--- src/sv/mtam_pkg.sv ---
// mtam_pkg: shared types, constants and helpers for the threshold alarm monitor
// used by mtam_worst, mtam_core and multichannel_threshold_alarm_monitor
// no dependencies
package mtam_pkg;

  localparam int NUM_CHANNELS    = 8;
  localparam int CH_W            = 3;
  localparam int ALARM_PHASE_LEN = 6;
  localparam int PHASE_WRAP      = ALARM_PHASE_LEN * 2;
  localparam int SPEED_TIMEOUT   = 10;
  localparam int PERIOD_MIN      = 10;
  localparam int PERIOD_MAX      = 200;
  localparam int BLINK_TICKS     = 2;

  localparam logic [7:0] LAMP_BASE    = 8'hFE;
  localparam logic [7:0] LAMPS_OFF    = 8'hFF;
  localparam logic [7:0] PERIOD_RESET = 8'd20;

  localparam logic [3:0] KEY_DOWN10  = 4'd8;
  localparam logic [3:0] KEY_DOWN1   = 4'd9;
  localparam logic [3:0] KEY_UP1     = 4'd10;
  localparam logic [3:0] KEY_UP10    = 4'd11;
  localparam logic [3:0] KEY_SILENCE = 4'd15;

  localparam logic [7:0] LIMIT_RESET [8] = '{8'd10, 8'd20, 8'd25, 8'd100,
                                            8'd70, 8'd60, 8'd24, 8'd150};

  typedef enum logic [1:0] {
    OP_SAMPLE = 2'd0,
    OP_KEY    = 2'd1,
    OP_TICK   = 2'd2,
    OP_NONE   = 2'd3
  } opcode_t;

  typedef enum logic [1:0] {
    MODE_LABEL  = 2'd0,
    MODE_VALUE  = 2'd1,
    MODE_PERIOD = 2'd2,
    MODE_LIVE   = 2'd3
  } display_mode_t;

  typedef logic [NUM_CHANNELS-1:0][7:0] chan_bytes_t;

  typedef struct packed {
    opcode_t    opcode;
    logic [7:0] sample_value;
    logic [3:0] key_code;
  } in_item_t;

  typedef struct packed {
    logic [7:0]      led_pattern;
    logic            beeper_level;
    logic [7:0]      alarm_flags;
    display_mode_t   display_mode;
    logic [7:0]      display_value;
    logic [CH_W-1:0] display_channel;
    logic [CH_W-1:0] next_scan_channel;
  } out_item_t;

  typedef struct packed {
    logic            found;
    logic [CH_W-1:0] ch;
  } worst_t;

  // wraps to channel 0 after the last populated channel
  function automatic logic [CH_W-1:0] next_chan(logic [CH_W-1:0] c);
    logic [CH_W-1:0] n;
    n = (c >= CH_W'(NUM_CHANNELS - 1)) ? '0 : c + 1'b1;
    return n;
  endfunction

endpackage

--- src/sv/mtam_worst.sv ---
// mtam_worst: finds the channel with the largest excess over its limit
// depends on mtam_pkg
module mtam_worst (
  input  mtam_pkg::chan_bytes_t samples,
  input  mtam_pkg::chan_bytes_t limits,
  output mtam_pkg::worst_t      worst
);
  import mtam_pkg::*;

  logic [7:0] best;
  logic [7:0] ex;

  // first channel with the strictly largest excess wins
  always_comb begin
    best  = '0;
    ex    = '0;
    worst = '0;
    for (int k = 0; k < NUM_CHANNELS; k++) begin
      ex = (samples[k] > limits[k]) ? samples[k] - limits[k] : 8'd0;
      if (ex > best) begin
        best        = ex;
        worst.found = 1'b1;
        worst.ch    = CH_W'(k);
      end
    end
  end

endmodule

--- src/sv/mtam_core.sv ---
// mtam_core: alarm state, key and tick handling, result formation
// depends on mtam_pkg and mtam_worst
module mtam_core (
  input  logic                 clk,
  input  logic                 rst_n,
  input  logic                 advance,
  input  mtam_pkg::in_item_t   item,
  input  logic                 cfg_we,
  input  logic [2:0]           cfg_idx,
  input  logic [7:0]           cfg_wdata,
  output mtam_pkg::out_item_t  result
);
  import mtam_pkg::*;

  chan_bytes_t     limits_r,  samples_r,  samples_nxt;
  logic [7:0]      alarm_r,   alarm_nxt;
  logic [CH_W-1:0] worst_r,   worst_nxt;
  logic            beep_en_r, beep_en_nxt;
  logic            beeper_r,  beeper_nxt;
  logic            blink_r,   blink_nxt;
  logic [7:0]      tick_r,    tick_nxt;
  logic [3:0]      phase_r,   phase_nxt;
  logic [CH_W-1:0] shown_r,   shown_nxt;
  logic [7:0]      period_r,  period_nxt;
  logic            speed_r,   speed_nxt;
  logic [CH_W-1:0] scan_r,    scan_nxt;
  logic [7:0]      lamp_r,    lamp_nxt;

  chan_bytes_t       search_in;
  worst_t            worst;
  logic signed [9:0] p;
  logic signed [9:0] delta;
  logic [15:0]       lamp_rot;
  logic [CH_W-1:0]   rd_sel;
  logic [7:0]        rd_val;
  display_mode_t     mode;

  // samples as they stand once the incoming reading is stored
  always_comb begin
    search_in         = samples_r;
    search_in[scan_r] = item.sample_value;
  end

  mtam_worst u_worst (
    .samples (search_in),
    .limits  (limits_r),
    .worst   (worst)
  );

  always_comb begin
    samples_nxt = samples_r;
    alarm_nxt   = alarm_r;
    worst_nxt   = worst_r;
    beep_en_nxt = beep_en_r;
    beeper_nxt  = beeper_r;
    blink_nxt   = blink_r;
    tick_nxt    = tick_r;
    phase_nxt   = phase_r;
    shown_nxt   = shown_r;
    period_nxt  = period_r;
    speed_nxt   = speed_r;
    scan_nxt    = scan_r;
    lamp_nxt    = lamp_r;
    delta       = '0;
    p           = '0;
    lamp_rot    = '0;

    if (advance) begin
      case (item.opcode)
        OP_SAMPLE: begin
          samples_nxt[scan_r] = item.sample_value;
          alarm_nxt[scan_r]   = item.sample_value > limits_r[scan_r];
          if (alarm_nxt != '0) begin
            if (worst.found) worst_nxt = worst.ch;
            if (worst_nxt != worst_r) phase_nxt = '0;
            if (alarm_r == '0) beep_en_nxt = 1'b1;
          end
          scan_nxt = next_chan(scan_r);
        end
        OP_KEY: begin
          if (alarm_r != '0) begin
            if (item.key_code == KEY_SILENCE) beep_en_nxt = 1'b0;
          end else if (!item.key_code[3]) begin
            if (int'(item.key_code) < NUM_CHANNELS) begin
              speed_nxt = 1'b0;
              shown_nxt = item.key_code[CH_W-1:0];
              tick_nxt  = '0;
            end
          end else if (item.key_code <= KEY_UP10) begin
            speed_nxt = 1'b1;
            tick_nxt  = '0;
            case (item.key_code)
              KEY_DOWN10: delta = -10'sd10;
              KEY_DOWN1:  delta = -10'sd1;
              KEY_UP1:    delta = 10'sd1;
              default:    delta = 10'sd10;
            endcase
            p = $signed({2'b00, period_r}) + delta;
            if (p < 10'(PERIOD_MIN)) p = 10'(PERIOD_MIN);
            if (p > 10'(PERIOD_MAX)) p = 10'(PERIOD_MAX);
            period_nxt = p[7:0];
          end
        end
        OP_TICK: begin
          tick_nxt = tick_r + 8'd1;
          if (alarm_r != '0) begin
            if (beep_en_r) beeper_nxt = ~beeper_r;
            if (tick_nxt > 8'(BLINK_TICKS)) begin
              blink_nxt = ~blink_r;
              tick_nxt  = '0;
              phase_nxt = phase_r + 4'd1;
              if (phase_nxt == 4'(PHASE_WRAP)) phase_nxt = '0;
            end
          end else if (speed_r) begin
            if (tick_nxt > 8'(SPEED_TIMEOUT)) begin
              speed_nxt = 1'b0;
              tick_nxt  = '0;
            end
          end else if (tick_nxt > period_r) begin
            tick_nxt  = '0;
            shown_nxt = next_chan(shown_r);
          end
          // lamps follow the state just updated
          lamp_rot = {LAMP_BASE, LAMP_BASE} << shown_nxt;
          if (alarm_r != '0) lamp_nxt = blink_nxt ? ~alarm_r : LAMPS_OFF;
          else if (speed_nxt) lamp_nxt = LAMPS_OFF;
          else lamp_nxt = lamp_rot[15:8];
        end
        default: ;
      endcase
    end
  end

  // result reflects the state after the event
  always_comb begin
    if (alarm_nxt != '0) begin
      mode   = (phase_nxt < 4'(ALARM_PHASE_LEN)) ? MODE_LABEL : MODE_VALUE;
      rd_sel = worst_nxt;
    end else begin
      mode   = speed_nxt ? MODE_PERIOD : MODE_LIVE;
      rd_sel = shown_nxt;
    end
    rd_val = samples_nxt[rd_sel];
    result.led_pattern       = lamp_nxt;
    result.beeper_level      = beeper_nxt;
    result.alarm_flags       = alarm_nxt;
    result.display_mode      = mode;
    result.display_channel   = rd_sel;
    result.next_scan_channel = scan_nxt;
    case (mode)
      MODE_LABEL:  result.display_value = '0;
      MODE_PERIOD: result.display_value = period_nxt;
      default:     result.display_value = rd_val;
    endcase
  end

  always_ff @(posedge clk) begin
    if (!rst_n) begin
      for (int k = 0; k < NUM_CHANNELS; k++) begin
        limits_r[k] <= LIMIT_RESET[k];
      end
      samples_r <= '0;
      alarm_r   <= '0;
      worst_r   <= '0;
      beep_en_r <= 1'b0;
      beeper_r  <= 1'b0;
      blink_r   <= 1'b0;
      tick_r    <= '0;
      phase_r   <= '0;
      shown_r   <= '0;
      period_r  <= PERIOD_RESET;
      speed_r   <= 1'b0;
      scan_r    <= '0;
      lamp_r    <= LAMPS_OFF;
    end else begin
      if (cfg_we && int'(cfg_idx) < NUM_CHANNELS) begin
        limits_r[cfg_idx[CH_W-1:0]] <= cfg_wdata;
      end
      samples_r <= samples_nxt;
      alarm_r   <= alarm_nxt;
      worst_r   <= worst_nxt;
      beep_en_r <= beep_en_nxt;
      beeper_r  <= beeper_nxt;
      blink_r   <= blink_nxt;
      tick_r    <= tick_nxt;
      phase_r   <= phase_nxt;
      shown_r   <= shown_nxt;
      period_r  <= period_nxt;
      speed_r   <= speed_nxt;
      scan_r    <= scan_nxt;
      lamp_r    <= lamp_nxt;
    end
  end

  a_period_range: assert property (@(posedge clk) disable iff (!rst_n)
    (period_r >= 8'(PERIOD_MIN)) && (period_r <= 8'(PERIOD_MAX)))
    else $error("rotation period out of range");

  a_phase_range: assert property (@(posedge clk) disable iff (!rst_n)
    phase_r < 4'(PHASE_WRAP))
    else $error("phase counter past wrap point");

  a_beep_quiet: assert property (@(posedge clk) disable iff (!rst_n)
    (alarm_r == '0) |=> $stable(beeper_r))
    else $error("beeper toggled without alarm");

endmodule

--- src/sv/multichannel_threshold_alarm_monitor.sv ---
// multichannel_threshold_alarm_monitor: top level with input and result registers
// depends on mtam_pkg and mtam_core
//
// Eight-channel gas alarm controller. Each transfer on the in_ channel is one
// event: an ADC sample for the channel named by the last next_scan_channel, a
// key-down code, or a timer tick. Every event yields exactly one result transfer
// that shows the state after the event. Thresholds are written through cfg_
// (index 0..7 selects the channel limit, other indexes are dropped) while the
// block is idle; the user is bound to this, the block itself does not enforce it.
// An accepted event sits in an input register, is processed by combinational
// logic (including an eight-way excess compare) and lands in a result register,
// which raises out_valid; throughput is one event per cycle as long as out_ready
// is high. A stalled result holds the pipe but the input register still accepts
// while it is empty.
module multichannel_threshold_alarm_monitor (
  input  logic                clk,
  input  logic                rst_n,
  input  logic                in_valid,
  output logic                in_ready,
  input  mtam_pkg::in_item_t  in_data,
  output logic                out_valid,
  input  logic                out_ready,
  output mtam_pkg::out_item_t out_data,
  input  logic                cfg_we,
  input  logic [2:0]          cfg_idx,
  input  logic [7:0]          cfg_wdata
);
  import mtam_pkg::*;

  in_item_t  in_r;
  logic      in_valid_r, in_valid_nxt;
  out_item_t out_r;
  logic      out_valid_r, out_valid_nxt;
  out_item_t result;
  logic      advance;

  // event moves from input register into result register
  assign advance  = in_valid_r && (!out_valid_r || out_ready);
  assign in_ready = !in_valid_r || advance;

  assign out_valid = out_valid_r;
  assign out_data  = out_r;

  mtam_core u_core (
    .clk       (clk),
    .rst_n     (rst_n),
    .advance   (advance),
    .item      (in_r),
    .cfg_we    (cfg_we),
    .cfg_idx   (cfg_idx),
    .cfg_wdata (cfg_wdata),
    .result    (result)
  );

  always_comb begin
    in_valid_nxt = in_valid_r;
    if (in_valid && in_ready) in_valid_nxt = 1'b1;
    else if (advance) in_valid_nxt = 1'b0;

    out_valid_nxt = out_valid_r;
    if (advance) out_valid_nxt = 1'b1;
    else if (out_ready) out_valid_nxt = 1'b0;
  end

  // control flags
  always_ff @(posedge clk) begin
    if (!rst_n) begin
      in_valid_r  <= 1'b0;
      out_valid_r <= 1'b0;
    end else begin
      in_valid_r  <= in_valid_nxt;
      out_valid_r <= out_valid_nxt;
    end
  end

  // payload registers, no reset
  always_ff @(posedge clk) begin
    if (in_valid && in_ready) in_r  <= in_data;
    if (advance)              out_r <= result;
  end

  a_drain: assert property (@(posedge clk) disable iff (!rst_n)
    (in_valid_r && !out_valid_r) |=> out_valid_r)
    else $error("pending event did not reach result register");

  a_mode_alarm: assert property (@(posedge clk) disable iff (!rst_n)
    out_valid_r |-> ((out_r.alarm_flags == '0) ==
      (out_r.display_mode == MODE_PERIOD || out_r.display_mode == MODE_LIVE)))
    else $error("display mode disagrees with alarm flags");

  a_label_blank: assert property (@(posedge clk) disable iff (!rst_n)
    (out_valid_r && out_r.display_mode == MODE_LABEL) |-> (out_r.display_value == '0))
    else $error("label mode shows a value");

  a_hold_result: assert property (@(posedge clk) disable iff (!rst_n)
    (out_valid_r && !out_ready) |=> $stable(out_r))
    else $error("result overwritten while stalled");

endmodule

--- config.mk ---
export PLATFORM = sky130hd
export DESIGN_NAME = multichannel_threshold_alarm_monitor
export DESIGN_NICKNAME = d
export VERILOG_FILES = /design/src/sv/mtam_pkg.sv /design/src/sv/mtam_worst.sv /design/src/sv/mtam_core.sv /design/src/sv/multichannel_threshold_alarm_monitor.sv
export SDC_FILE = /design/constraint.sdc
export NUM_CORES = 1
export LEC_CHECK = 0
export BUFFER_PORTS_ARGS = -buffer_cell sky130_fd_sc_hd__buf_2
export CORE_MARGIN = 2
export CORE_UTILIZATION = 55
export DETAILED_ROUTE_END_ITERATION = 12
export PLACE_DENSITY_LB_ADDON = 0.3
export REMOVE_ABC_BUFFERS = 1
export SLEW_MARGIN = 10
export SYNTH_ARGS = -nofsm -noshare
export SYNTH_HDL_FRONTEND = slang
export SYNTH_SLANG_ARGS = --single-unit
--- constraint.sdc ---
create_clock -name clk -period 31.3 [get_ports clk]
set_input_delay 3.13 -clock clk [delete_from_list [all_inputs] [get_ports clk]]
set_output_delay 3.13 -clock clk [all_outputs]
set_load 0.01 [all_outputs]
==> flow_metrics.tcl <==
set metrics [dict create \
    status "finished clean" \
    switching_share_pct 33.2 \
    layout-drive-gt1-share_pct 8.22 \
    synth_top_area_cell "dfxtp_1" \
    p_seq_share_pct 34.2 \
    grt_overflow 0 \
    total_power_mw 0.907 \
    grt_antenna_before_repair 0 \
    cts-root-buf "clkbuf_16" \
    async_flop_share_pct 0 \
    cts-htree-levels 1 \
    ys_ff_latch 226 \
    syn_avg_cell_area_um2 7.63 \
    switchingPower_mw 0.301 \
    drtPass1Iterations 8 \
    fin_setup_tns_ns 0 \
    share_comb_of_total_power_pct 29.6 \
    r2r-start "u_core.scan_r[1]" \
    area_delta_synth_final_pct 8.63 \
    crit_type "flop to flop" \
    ant_nets 0 \
    cp.required_ns 31.62 \
    power_frac_clock_pct 36.2 \
    drv_cap 0 \
    die_height_um 178 \
    hp-class "flop to flop" \
    yosys-top-cells-area "dfxtp_1 22%, ha_1 12%, nand2_1 9.8%" \
    rrSetupSlack_ns 12.83 \
    power_density_nw_per_um2 50.2 \
    ios 65 \
    cts_buffers 26 \
    wl_per_cell_um 21.9 \
    cp_max_fo 34 \
    dp_hpwl_mm 43.5 \
    grt_pass1_vias 15000 \
    num_antenna_cells 0 \
    start_kind "flop" \
    placed_cells 2545 \
    synth-edff-count 47 \
    finalMaxSlewViolations 0 \
    cts_tree "built" \
    post-cts-setup-buffer-count 0 \
    row_count 63 \
    maxSlewHeadroom_pct 14.2 \
    clk_pin_slew_ns 0.06 \
    clock_skew_ns 0.0356 \
    setup_ws_ns 12.83 \
    timing.rr.end "out_data[10]" \
    vias 16600 \
    crit_arrival_ns 18.80 \
    cp-startpoint "u_core.scan_r[1]" \
    rsz0062_at_grt "no" \
    setup_viol 0 \
    hold_viol 0 \
    cts.repair.resized 0 \
    ys_types 93 \
    synth_top_area_share_pct 21.6 \
    gp_congestion 1.04 \
    grt_max_degree 87 \
    coreArea_um2 29700 \
    drc_errors 0 \
    wl_mm 56.7 \
    min_from "u_core.limits_r[59]" \
    nFillCells 2616 \
    fin_crit_sh_pct 59.0 \
    grt_use_total_pct 35.2 \
    p_int_mw 0.606 \
    dieWidth_um 178 \
    place_ws_ns 13.40 \
    worst_slew_pin_slew_ns 1.28 \
    regArea_um2 4990 \
    path_common_cell "ha_1" \
    p_leak_nw 7.64 \
    multi_input_area_um2 10700 \
    start_util_pct 56.0 \
    holdWs_ns 0.456 \
    synthTopCellsByCount "433 x nand2_1, 247 x a21oi_1, 179 x dfxtp_1" \
    synth_area_um2 16600 \
    ys_seq_area_share_pct 30.0 \
    endpoint_kind "flop" \
    yosys_warnings 0 \
    endpoint "out_data[10]" \
    cpMaxStageDelayCell "o22ai_1" \
    final_cells 2593 \
    cts_hold_buf 0 \
    synth_ff_type "dfxtp_1" \
    nNetsFinal 2378 \
    r2r_cells 65 \
    critPathMaxStageDelay_ns 0.83 \
    drt_iter0_drc 2383 \
    cts_sinks 226 \
    finalCriticalPeriod_ns 18.47 \
    port_buffers 64 \
    vdd_drop_max_mv 0.0540 \
    viasPerCell 6.42 \
    yosysMostFrequentCell "nand2_1" \
    clock_path_buffers 3 \
    synthCells 2180 \
    worstSkewPairLatency_ns 0.57 \
    design.die.area_um2 31600 \
    fmax_mhz 54.1 \
    grt_pass1_wl_mm 85.6 \
]
sequential cells by signal, indices dropped and copies added (netlist names), 3 cells and up:
signal,flops
out_data,33
u_core.worst_r,3
u_core.scan_r,3
u_core.phase_r,4
u_core.shown_r,3
u_core.tick_r,8
u_core.alarm_r,8
u_core.period_r,8
u_core.lamp_r,8
in_r,14
u_core.limits_r,64
u_core.samples_r,64
kinds of logic after synthesis:
logic type / count (synthesis) / synth area share, %
AOI/OAI and AO/OA: 618 / 23.3
xor gates and xnor gates: 51 / 2.69
buffers and inverters: 234 / 5.58
adders and majority gates: 165 / 12.8
DFF: 226 / 30.0
and+or+nand+nor: 852 / 23.4
muxes: 34 / 2.17
power by group through the flow:
| stage | combinational, mW | sequential (mW) | clock, mW |
|---|---|---|---|
| after floorplan | 0.189 | 0.315 | 0 |
| after global placement | 0.255 | 0.316 | 0 |
| after detailed placement | 0.261 | 0.316 | 0 |
| after CTS | 0.262 | 0.310 | 0.330 |
| after global routing | 0.294 | 0.311 | 0.342 |
| final | 0.269 | 0.311 | 0.328 |
per-stage QoR:
stage | utilization [%] | cell area (um2)
floorplan | - | 16200
global placement | 57.6 | 17100
detailed placement | 57.6 | 17100
CTS | 60.8 | 18100
global route | 60.8 | 18100
finish | 60.8 | 18100
critical path, delay by kind of cell (launching register included):
kind	cells	cell delay, ns
flops	1	0.63
mux	2	0.81
buf+inv	5	1.59
fa+ha+maj	9	2.65
compound gates	32	8.24
simple gates	17	4.21
layout make-up:
class	count	area share [%]
multi-input cells	1720	59.3
flip-flops and latches	226	27.7
clock buffers	37	4.34
inverters	130	2.72
well taps	390	2.70
repair buffers	79	2.40
clock inverters	11	0.887
worst min-delay path by stage:
stage | end | slack, ns | cells after the start
floorplan | u_core.lamp_r[0] | 0.43 | 2
global placement | u_core.limits_r[6] | 0.44 | 2
detailed placement | u_core.limits_r[11] | 0.45 | 2
CTS | u_core.limits_r[11] | 0.46 | 2
global route | u_core.limits_r[4] | 0.47 | 2
finish | u_core.limits_r[59] | 0.46 | 2
metal layers:
metal,vias to the layer above,GRT usage (%),part of all wire (%)
met5,-,0,0
li1,7707,-,-
met4,0,15.5,5.0
met3,154,7.46,12
met1,7791,50.6,43
met2,996,50.4,41
cells in the final DEF, fill, tap and decap left out, types with 18 or more instances in the layout:
cell type / n
inv_1: 125
o21a_1: 20
nor2_1: 137
o21ai_0: 98
a21o_1: 46
nand4_1: 43
nand2_1: 433
nand2b_1: 19
o211ai_1: 34
o22ai_1: 39
clkbuf_16: 27
edfxtp_1: 47
ha_1: 156
nand3_1: 33
mux2i_1: 18
a21oi_1: 247
xnor2_1: 36
dfxtp_1: 179
nor3_1: 30
buf_2: 64
nor2b_1: 32
and2_1: 39
Note: power is estimated with default switching activity, not from simulation.
